## config.mk

```make
export PLATFORM = sky130hd
export DESIGN_NAME = wbsv_queue
export DESIGN_NICKNAME = d
export VERILOG_FILES = /design/src/sv/wbsv_pkg.sv /design/src/sv/wbsv_queue.sv
export SDC_FILE = /design/constraint.sdc
export NUM_CORES = 1
export LEC_CHECK = 0
export BUFFER_PORTS_ARGS = -buffer_cell sky130_fd_sc_hd__buf_2
export CAP_MARGIN = 20
export CORE_MARGIN = 8
export CORE_UTILIZATION = 25
export CTS_CLUSTER_SIZE = 40
export DETAILED_ROUTE_END_ITERATION = 7
export GPL_TIMING_DRIVEN = 0
export SLEW_MARGIN = 20
export SYNTH_ARGS = -nofsm -noshare
export SYNTH_HDL_FRONTEND = slang
export SYNTH_SLANG_ARGS = --single-unit
```

## constraint.sdc

```tcl
create_clock -name clk_i -period 11.1 [get_ports clk_i]
set_input_delay 1.11 -clock clk_i [delete_from_list [all_inputs] [get_ports clk_i]]
set_output_delay 1.11 -clock clk_i [all_outputs]
set_load 0.01 [all_outputs]
```

## src/sv/wbsv_pkg.sv

```systemverilog
// shared widths, register codes and item types of the blend shape vertex core
`default_nettype none
package wbsv_pkg;

  // field and datapath widths
  localparam int unsigned POS_W   = 32;
  localparam int unsigned CHAN_W  = 17;
  localparam int unsigned CFG_W   = 24;
  localparam int unsigned COEF_W  = 33;
  localparam int unsigned C2_W    = 34;
  localparam int unsigned WGT_W   = 26;
  localparam int unsigned M1_W    = 34;
  localparam int unsigned M2_W    = 33;
  localparam int unsigned LO_W    = 17;
  localparam int unsigned PLO_W   = 52;
  localparam int unsigned PHI_W   = 50;
  localparam int unsigned PROD_W  = 67;
  localparam int unsigned DIVS_W  = 25;
  localparam int unsigned DEN_W   = 26;
  localparam int unsigned NUM_W   = 62;
  localparam int unsigned U_W     = 61;
  localparam int unsigned TERM_W  = 51;
  localparam int unsigned EXTRA_W = 55;
  localparam int unsigned ACC_W   = 64;
  localparam int unsigned ADDR_W  = 5;
  localparam int unsigned IN_W    = 184;
  localparam int unsigned LANES   = 3;

  // register index codes
  typedef enum logic [2:0] {
    REG_ENVELOPE  = 3'd0,
    REG_WEIGHT_A  = 3'd1,
    REG_WEIGHT_B  = 3'd2,
    REG_WEIGHT_C  = 3'd3,
    REG_SEQ_MODE  = 3'd4,
    REG_TGT_EN    = 3'd5,
    REG_USE_COLOR = 3'd6
  } reg_idx_e;

  // configuration seen by the datapath
  typedef struct packed {
    logic signed [CFG_W-1:0] envelope;
    logic signed [CFG_W-1:0] weight_a;
    logic signed [CFG_W-1:0] weight_b;
    logic signed [CFG_W-1:0] weight_c;
    logic                    seq_mode;
    logic [2:0]              target_en;
    logic                    use_color;
  } cfg_t;

  // item after the front: deltas plus scaled coefficients and weight
  typedef struct packed {
    logic signed [POS_W-1:0] pos;
    logic signed [POS_W-1:0] delta_a;
    logic signed [POS_W-1:0] delta_b;
    logic signed [POS_W-1:0] delta_c;
    logic signed [C2_W-1:0]  c2_a;
    logic signed [C2_W-1:0]  c2_b;
    logic signed [C2_W-1:0]  c2_c;
    logic signed [WGT_W-1:0] w;
  } item_t;

  // sideband carried alongside the divider
  typedef struct packed {
    logic                      use_div;
    logic                      neg;
    logic                      flag;
    logic signed [EXTRA_W-1:0] extra;
  } side_t;

endpackage
`default_nettype wire

```

## src/sv/wbsv_queue.sv

```systemverilog
// two-entry queue between front and back
`default_nettype none
module wbsv_queue (
  input  wire             clk_i,
  input  wire             rst_ni,
  input  wire             push_valid_i,
  output logic            push_ready_o,
  input  wbsv_pkg::item_t push_item_i,
  output logic            pop_valid_o,
  input  wire             pop_ready_i,
  output wbsv_pkg::item_t pop_item_o
);

  wbsv_pkg::item_t mem_q [2];
  logic       wr_ptr_q, rd_ptr_q;
  logic [1:0] cnt_q;
  logic       push, pop;

  assign push_ready_o = (cnt_q != 2'd2);
  assign pop_valid_o  = (cnt_q != 2'd0);
  assign push = push_valid_i && push_ready_o;
  assign pop  = pop_valid_o && pop_ready_i;
  assign pop_item_o = mem_q[rd_ptr_q];

  // pointers, count and storage
  always_ff @(posedge clk_i or negedge rst_ni) begin
    if (!rst_ni) begin
      wr_ptr_q <= 1'b0;
      rd_ptr_q <= 1'b0;
      cnt_q    <= 2'd0;
    end else begin
      if (push) begin
        mem_q[wr_ptr_q] <= push_item_i;
        wr_ptr_q        <= !wr_ptr_q;
      end
      if (pop) begin
        rd_ptr_q <= !rd_ptr_q;
      end
      if (push && !pop) begin
        cnt_q <= cnt_q + 2'd1;
      end else if (pop && !push) begin
        cnt_q <= cnt_q - 2'd1;
      end
    end
  end

endmodule
`default_nettype wire

```

Yosys cells after proc, flatten, opt, wreduce, memory -nomap -nowiden
Memories as Yosys holds them, arrays and structs flattened.
Index checks and enable logic that the tools add are counted.
{"block": "op_classes", "add_sub_neg": 2, "eq_ne": 1, "reduce_logical": 11, "mux": 4}
{"operator": "logical AND 1 bit", "count": 5}
{"operator": "zero test 1 bit", "count": 4}
{"operator": "two-way mux 2 bit", "count": 2}
{"operator": "nonzero test 2 bit", "count": 2}
{"operator": "adder 2 x 1 -> 2 bit (second input constant)", "count": 1}
{"operator": "two-way mux 1 bit", "count": 2}
{"operator": "inequality test 2 bit (second input constant)", "count": 1}
{"operator": "subtractor 2 x 1 -> 2 bit (second input constant)", "count": 1}
{"block": "word_totals", "n_memories": 1, "out_inout_bits": 258, "regBits": 4, "mem_bits_rw": 512}
{"name": "mem_q", "words": 2, "width": 256, "read_ports": 1, "rd_ports_with_merged_regs": 0, "wr": 1, "line_no": "wbsv_queue.sv:14", "source": "wbsv_pkg::item_t mem_q [2];"}

Depth between registers and ports, before layout
Gate-level depths: netlist of the first run.
{"block": "logic_depth", "word_depth": 6, "depth_mapped": 6, "mapped_depth_nobuf": 6}

Worst setup path after synthesis of the first run
OpenSTA, ideal clock, no wires.
{"block": "synth_timing", "path_type": "input to register", "startpoint": "in rst_ni", "endpoint": "mem mem_q[0][0] (netlist bit), enable pin", "setup_time_ns": 0.876, "t_required_ns": 10.224, "setup_slack_ns": -1.564, "cell_stages": 2, "arrival_ns": 11.787, "path_buffers": 0, "path_cell_list": "nand3_1 nor2_1"}
{"block": "synth_between", "elab_chain_len": 2}
{"item": "start, declared", "line_no": "wbsv_queue.sv:5", "source": "input wire rst_ni,"}
{"item": "logical AND 1 bit (implied by the code)", "line_no": "wbsv_queue.sv:33", "source": "mem_q[wr_ptr_q] <= push_item_i;"}
{"item": "two-way mux 1 bit (implied by the code)", "line_no": "wbsv_queue.sv:33"}
{"item": "end, declared", "line_no": "wbsv_queue.sv:14"}
No other way between the ends.

==> out/results.txt, run 1 <==
HPWL after DPL: 34,700 um
Multiplexer area fraction after synthesis: 19.0%
Die footprint: 0.0880 mm2
CTS root buffer: sky130_fd_sc_hd__clkbuf_16
Number of DRC violations after detailed routing: 0
Final WL: 46,400 um
Max-slew violation total from the final report: 0
Post-synthesis sequential area ratio: 78.6%
TritonCTS Sinks: 516
Adder-cell share of the synthesized area: 0.0636%
Number of synthesis warnings: 0
Wire length per cell after detailed routing: 18.5 um
Pwr dens: 239 mW/mm2
Least-Margin Pin Slew: 0.416 ns
Fin crit period: 3.19 ns
Highest achievable clock rate: 0.314 GHz
Run status: finished clean
Highest-count cells in the layout ignoring fill and taps: sky130_fd_sc_hd__buf_2 (519), sky130_fd_sc_hd__edfxtp_1 (512), sky130_fd_sc_hd__mux2_4 (230), sky130_fd_sc_hd__clkbuf_16 (57), sky130_fd_sc_hd__mux2_2 (26)
Gate count after technology mapping: 815
Leakage power of the design: 9.98 nW
Fraction of layout instances using a drive strength above 1: 62.0%
Die Y: 297 um
Width of the die: 297 um
Buffer levels on the longest clock path: 3
Register-to-register setup slack: 8.25 ns
Basic-gate share of the synthesized area counting and, or, nand and nor cells: 0.210%
Final core utilization: 32.8%
Net count after synthesis: 1,076
Starting Density: 25.1%
Design area: 0.0257 mm2
# nets final: 1,668
Worst r2r dst: mem_q[0][202]
Reported max-cap violation count: 0
Critical Path Fanout Max: 10
Top cells by area in the synthesized netlist: sky130_fd_sc_hd__edfxtp_1 (78%), sky130_fd_sc_hd__mux2_4 (18%), sky130_fd_sc_hd__mux2_2 (1.5%), sky130_fd_sc_hd__buf_6 (0.86%), sky130_fd_sc_hd__buf_8 (0.84%)
Clock-pin slew reported for the worst setup and hold paths after clock tree synthesis: 0.06 ns
Total gr overflow: 0
Critical setup path kind: register to primary output
Final setup violation count: 0
Largest area contributor in the synthesized netlist: sky130_fd_sc_hd__edfxtp_1
Post-place instance area: 0.0240 mm2
Initial detailed-routing violation count: 382
First-pass iteration count of the detailed router: 4
TritonCTS clock tree: done
Final clock period utilization by the worst path: 28.7%
Pin count of the biggest net entering global routing: 53
CP arrival: 2.08 ns
Number of nets with antenna violations after routing: 0
Slew margin rel.: 72.3%
Via count of the first global-routing pass: 10,800
Max IR drop VDD: 0.166 mV
Dominant combinational cell family by area after synthesis: multiplexers
Clock latency of the later-clocked register in the worst-skew pair: 0.57 ns
Post-route setup TNS: 0 ns
Number of placed I/O pins: 518
Sort of element at the end of the critical path: primary output
Number of buffers inserted by post-CTS setup repair: 0
CP Data Required Time: 9.99 ns
Flop and latch count out of synthesis: 516
Hold violation total from the final report: 0
Syn_area_per_cell: 24.2 um2
Xor and xnor fraction of the mapped netlist area: 0.222%
Resized cells post-CTS: 0
Kind of start point of the critical path: register
Htree depth: 2
All-Layer GR Usage: 9.94%
Routability-driven placement congestion ratio: 0.735
Number of buffers inserted during clock tree synthesis: 56
Share of the synthesized area in compound gates (AO/OA/AOI/OAI): 0%
Rows: 103
DR vias: 9,666
Worst Hold Class: input pin to async pin
Top-area cell type share of the netlist area: 78.1%
Post-detailed-route via-to-cell ratio: 3.86
Max Clock Skew: 0.0105 ns
Count of different cell masters after synthesis: 18
Cell depth of the worst flop-to-flop path: 10
Placeable core area: 0.0785 mm2
Most common cell after layout, fill and taps aside: sky130_fd_sc_hd__buf_2
Post-synthesis instance area: 0.0197 mm2
Area growth syn-to-layout: 30.6%
Initial antenna violation count: 9
Global-route wire length before repair: 67,000 um
R2R Path Start: cnt_q[0]
IO Port Bufs: 517
RSZ-0062 raised after global routing: no
Hold buffers post-CTS: 0
[worst max-delay path, stage by stage (launching register included)]
cell and delay (ns):
sky130_fd_sc_hd__dfrtp_1 0.34, sky130_fd_sc_hd__buf_6 0.15, sky130_fd_sc_hd__buf_8 0.23, sky130_fd_sc_hd__buf_8 0.21, sky130_fd_sc_hd__mux2_4 0.37, sky130_fd_sc_hd__buf_2 0.17
[sequential cells by signal, summed over array words and instances (netlist names)]
register / count
cnt_q: 2
rd_ptr_q: 1
mem_q: 512
wr_ptr_q: 1
[final cells by class]
class | instances | area, um2
diodes | 8 | 20.0
fillers | 7546 | 52800
flip-flops and latches | 516 | 15500
well taps | 1050 | 1310
clock buffers | 66 | 1460
repair buffers | 534 | 2980
clock inverters | 34 | 238
multi-input cells | 270 | 3860
plain buffers | 29 | 364
[stage by stage]
stage / hold slack, ns / setup WS (ns) / total power, W / instances
after global routing: 0.297 / 7.78 / 0.00646 / 2503
after floorplan: 0.456 / 2.77 / 0.00385 / 815
after CTS: 0.282 / 7.78 / 0.00629 / 2499
after global placement: 0.473 / -1.28 / 0.00456 / 2382
after detailed placement: 0.490 / 7.48 / 0.00453 / 2399
final: 0.343 / 7.91 / 0.00615 / 2507
[cells in the mapped netlist]
cell and instances:
sky130_fd_sc_hd__buf_8 11, sky130_fd_sc_hd__mux2_2 26, sky130_fd_sc_hd__edfxtp_1 512, sky130_fd_sc_hd__dfrtp_1 4
sky130_fd_sc_hd__nand2_1 1, sky130_fd_sc_hd__buf_12 1, sky130_fd_sc_hd__or2_2 1, sky130_fd_sc_hd__nor2_1 2
sky130_fd_sc_hd__and2_1 1, sky130_fd_sc_hd__buf_6 15, sky130_fd_sc_hd__xor2_1 3, sky130_fd_sc_hd__mux2_4 230
sky130_fd_sc_hd__xnor2_1 2, sky130_fd_sc_hd__buf_2 2, sky130_fd_sc_hd__and3_1 1, sky130_fd_sc_hd__nand2b_1 1
sky130_fd_sc_hd__ha_1 1, sky130_fd_sc_hd__nand3_1 1
[worst max-delay path by stage]
stage / start / to / slack, ns / cells after the start
finish: rd_ptr_q / pop_item_o[147] / 7.91 / 5
global placement: rst_ni / mem_q[0][199] / -1.28 / 3
detailed placement: rst_ni / mem_q[0][206] / 7.48 / 10
global route: rd_ptr_q / pop_item_o[147] / 7.78 / 5
floorplan: rst_ni / mem_q[0][0] / 2.77 / 2
CTS: rd_ptr_q / pop_item_o[147] / 7.78 / 5
[where the power goes]
group	internal, W	total [W]	switching, W	leakage, nW
sequential	0.00242	0.00247	0.0000554	4.72
combinational	0.000997	0.00196	0.000963	4.42
clock	0.00100	0.00172	0.000721	0.831
[metal layers]
metal  global-route usage [%]  vias up  part of all wire, %
met1                     10.5     4784                   35
met5                        0        -                0.026
met4                     2.96        2                  2.3
li1                         -     4469                    -
met3                     4.11       69                   10
met2                     17.9      342                   52
[cells by family (layout without fill, tap and decap cells)]
family / after synthesis / in the layout
multiplexers: 256 / 256
flip-flops: 516 / 516
AND/OR/NAND/NOR: 8 / 8
adder cells (fa/ha/maj): 1 / 1
other: 0 / 8
buffers and inverters: 29 / 663
XOR/XNOR: 5 / 5
No activity file was read; power rests on OpenSTA's default activity.
==> run 2, diff against run 1 <==
==> constraint.sdc (replaced) <==
create_clock -name clk_i -period 3.1 [get_ports clk_i]
set_input_delay 0.31 -clock clk_i [delete_from_list [all_inputs] [get_ports clk_i]]
set_output_delay 0.31 -clock clk_i [all_outputs]
set_load 0.01 [all_outputs]
==> run 2 against run 1 <==
Sequential power grew to 3.6 times the previous value. Combinational power rose to 3.7 times the previous value. Critical path type is now register to register. Clock skew is 0.0010 ns higher. Power rose to 3.7 times the previous value. Critical endpoint is now mem_q[0][213].
==> out/results.txt, run 2 (synthesis results as in run 1) <==
CP arrival: 2.92 ns (+0.84 ns)
Critical Path Fanout Max: 26 (+16)
R2R Path Start: cnt_q[0]
Least-Margin Pin Slew: 0.462 ns (+0.0465 ns)
Number of placed I/O pins: 518 (unchanged)
Worst path most repeated cell: sky130_fd_sc_hd__buf_12
Final setup violation count: 0 (unchanged)
Critical path destination: mem_q[0][213]
Kind of start point of the critical path: register
Placeable core area: 0.0785 mm2 (unchanged)
Post-layout power: 0.0226 W (+270%)
Sort of element at the end of the critical path: register
Reported max-cap violation count: 0 (unchanged)
Slew margin rel.: 69.2% (-3.1 points)
CP Data Required Time: 3.40 ns (-6.59 ns)
Highest-count cells in the layout ignoring fill and taps: sky130_fd_sc_hd__buf_2 (519), sky130_fd_sc_hd__edfxtp_1 (512), sky130_fd_sc_hd__dlygate4sd3_1 (258), sky130_fd_sc_hd__mux2_4 (230), sky130_fd_sc_hd__clkbuf_16 (58)
Final core utilization: 36.2% (+3.4 points)
# nets final: 1,927 (+16%)
Die footprint: 0.0880 mm2 (unchanged)
Max-slew violation total from the final report: 0 (unchanged)
Resized cells post-CTS: 0 (unchanged)
Buffer levels on the longest clock path: 3 (unchanged)
Total gr overflow: 0 (unchanged)
Pin count of the biggest net entering global routing: 51 (-3.8%)
Maximum cell stage delay along the critical path: 0.41 ns (+0.04 ns)
Final WL: 48,200 um (+4.0%)
Starting Density: 25.1% (unchanged)
HPWL after DPL: 34,000 um (-2.0%)
Max Clock Skew: 0.0116 ns (+0.00104 ns)
Initial antenna violation count: 7 (-2)
Hold violation total from the final report: 0 (unchanged)
Most common cell after layout, fill and taps aside: sky130_fd_sc_hd__buf_2
Wire length per cell after detailed routing: 17.5 um (-5.7%)
Width of the die: 297 um (unchanged)
TritonCTS Sinks: 516 (unchanged)
Highest achievable clock rate: 0.382 GHz
Number of nets with antenna violations after routing: 0 (unchanged)
Fraction of layout instances using a drive strength above 1: 52.9% (-9.1 points)
Final clock period utilization by the worst path: 84.5%
TritonCTS clock tree: done
RSZ-0062 raised after global routing: no
Die Y: 297 um (unchanged)
Routability-driven placement congestion ratio: 0.787 (+7.0%)
First-pass iteration count of the detailed router: 4 (unchanged)
Post-detailed-route via-to-cell ratio: 3.89 (+0.88%)
Htree depth: 2 (unchanged)
CTS root buffer: sky130_fd_sc_hd__clkbuf_16
All-Layer GR Usage: 10.3% (+0.38 points)
Post-route setup TNS: 0 ns (unchanged)
IO Port Bufs: 517 (unchanged)
Run status: finished clean
Number of buffers inserted by post-CTS setup repair: 0 (unchanged)
Worst r2r dst: mem_q[0][213]
Largest registers in the final layout: mem_q: 512 flops, cnt_q: 2 flops
Clock latency of the later-clocked register in the worst-skew pair: 0.59 ns (+0.02 ns)
Hold buffers post-CTS: 258 (+258)
# placed instances: 2,399 (unchanged)
Rows: 103 (unchanged)
Critical setup path kind: register to register
Register-to-register setup slack: 0.48 ns (-7.77 ns)
Global-route wire length before repair: 70,500 um (+5.2%)
DR vias: 10,800 (+11%)
Cell depth of the worst flop-to-flop path: 9 (-1)
Number of DRC violations after detailed routing: 0 (unchanged)
CP startpoint: cnt_q[0]
Fin crit period: 2.62 ns
Max IR drop VDD: 0.526 mV (+220%)
Largest register by flop count: mem_q
Via count of the first global-routing pass: 12,100 (+12%)
Final hold slack: 0.123 ns (-0.220 ns)
Slowest-stage cell, CP: sky130_fd_sc_hd__dfrtp_1
Flip-flop count of the largest register after layout: 512 (unchanged)
Final instance count without filler cells: 2,764 (+10%)
Area growth syn-to-layout: 44.3%
Worst Hold Class: input pin to async pin
Cell-by-cell trace of the critical path: nand2b_4 -> nand3_2 -> nor2_4 -> buf_12 -> buf_12 -> buf_12 -> buf_12 -> buf_16 -> buf_16
Initial detailed-routing violation count: 362 (-5.2%)
Leakage power of the design: 11.1 nW (+11%)
Pwr dens: 794 mW/mm2 (+230%)
Clock-pin slew reported for the worst setup and hold paths after clock tree synthesis: 0.06 ns (about the same)
Number of buffers inserted during clock tree synthesis: 57 (+1.8%)
==> run 2: cell count changes in the layout (fill, tap and decap cells not counted), moves of 2 or more <==
cell                            previous run  this run
sky130_fd_sc_hd__clkbuf_1                  9        12
sky130_fd_sc_hd__buf_16                    8        11
sky130_fd_sc_hd__diode_2                   8         2
sky130_fd_sc_hd__clkinv_1                 15        12
sky130_fd_sc_hd__dlygate4sd3_1             0       258
sky130_fd_sc_hd__buf_12                    9         7
==> run 2: layout make-up <==
| cell class | instances | area, um2 |
|---|---|---|
| fill | 7304 | 50100 |
| sequential | 516 | 15500 |
| timing repair buffer | 792 | 5590 |
| multi-input combinational | 270 | 3870 |
| clock buffer | 70 | 1500 |
| tap | 1050 | 1310 |
| buffer | 29 | 364 |
| clock inverter | 35 | 285 |
| antenna | 2 | 5.00 |
==> run 2: worst min-delay path by stage <==
stage / from / to / slack, ns / cells after the start
6_report: rst_ni / wr_ptr_q / 0.12 / 2
5_1_grt: rst_ni / rd_ptr_q / 0.10 / 2
3_3_place_gp: rst_ni / wr_ptr_q / 0.13 / 1
2_1_floorplan: rst_ni / cnt_q[0] / 0.01 / 0
4_1_cts: rst_ni / rd_ptr_q / 0.05 / 2
3_5_place_dp: rst_ni / wr_ptr_q / 0.14 / 1
==> run 2: stage by stage <==
step,setup WS [ns],instance area [um2]
3_3_place_gp,-3.95,23600
6_report,0.480,28400
3_5_place_dp,0.470,24000
4_1_cts,0.449,28400
2_1_floorplan,-1.74,19700
5_1_grt,0.300,28400
==> run 2: critical path, delay by kind of cell, from the launching register on <==
kind                   cells  cell delay [ns]
buffers and inverters      6             1.21
flip-flops                 1             0.41
AND/OR/NAND/NOR            3             0.62
==> run 2: layer usage <==
metal | global-route usage [%] | wire length, um | part of all wire (%) | vias up
met5 | 0 | 0 | 0 | -
met4 | 2.93 | 1160 | 2.4 | 0
met3 | 3.92 | 4390 | 9.1 | 73
met2 | 18.9 | 25200 | 52 | 370
met1 | 11.0 | 17500 | 36 | 5338
li1 | - | - | - | 4970
==> run 2: power breakdown <==
group          internal [W]  switching [W]  leakage, nW
Clock               0.00374        0.00267        0.867
Sequential          0.00866       0.000202         4.72
Combinational       0.00380        0.00348         5.52
Total                0.0162        0.00635         11.1
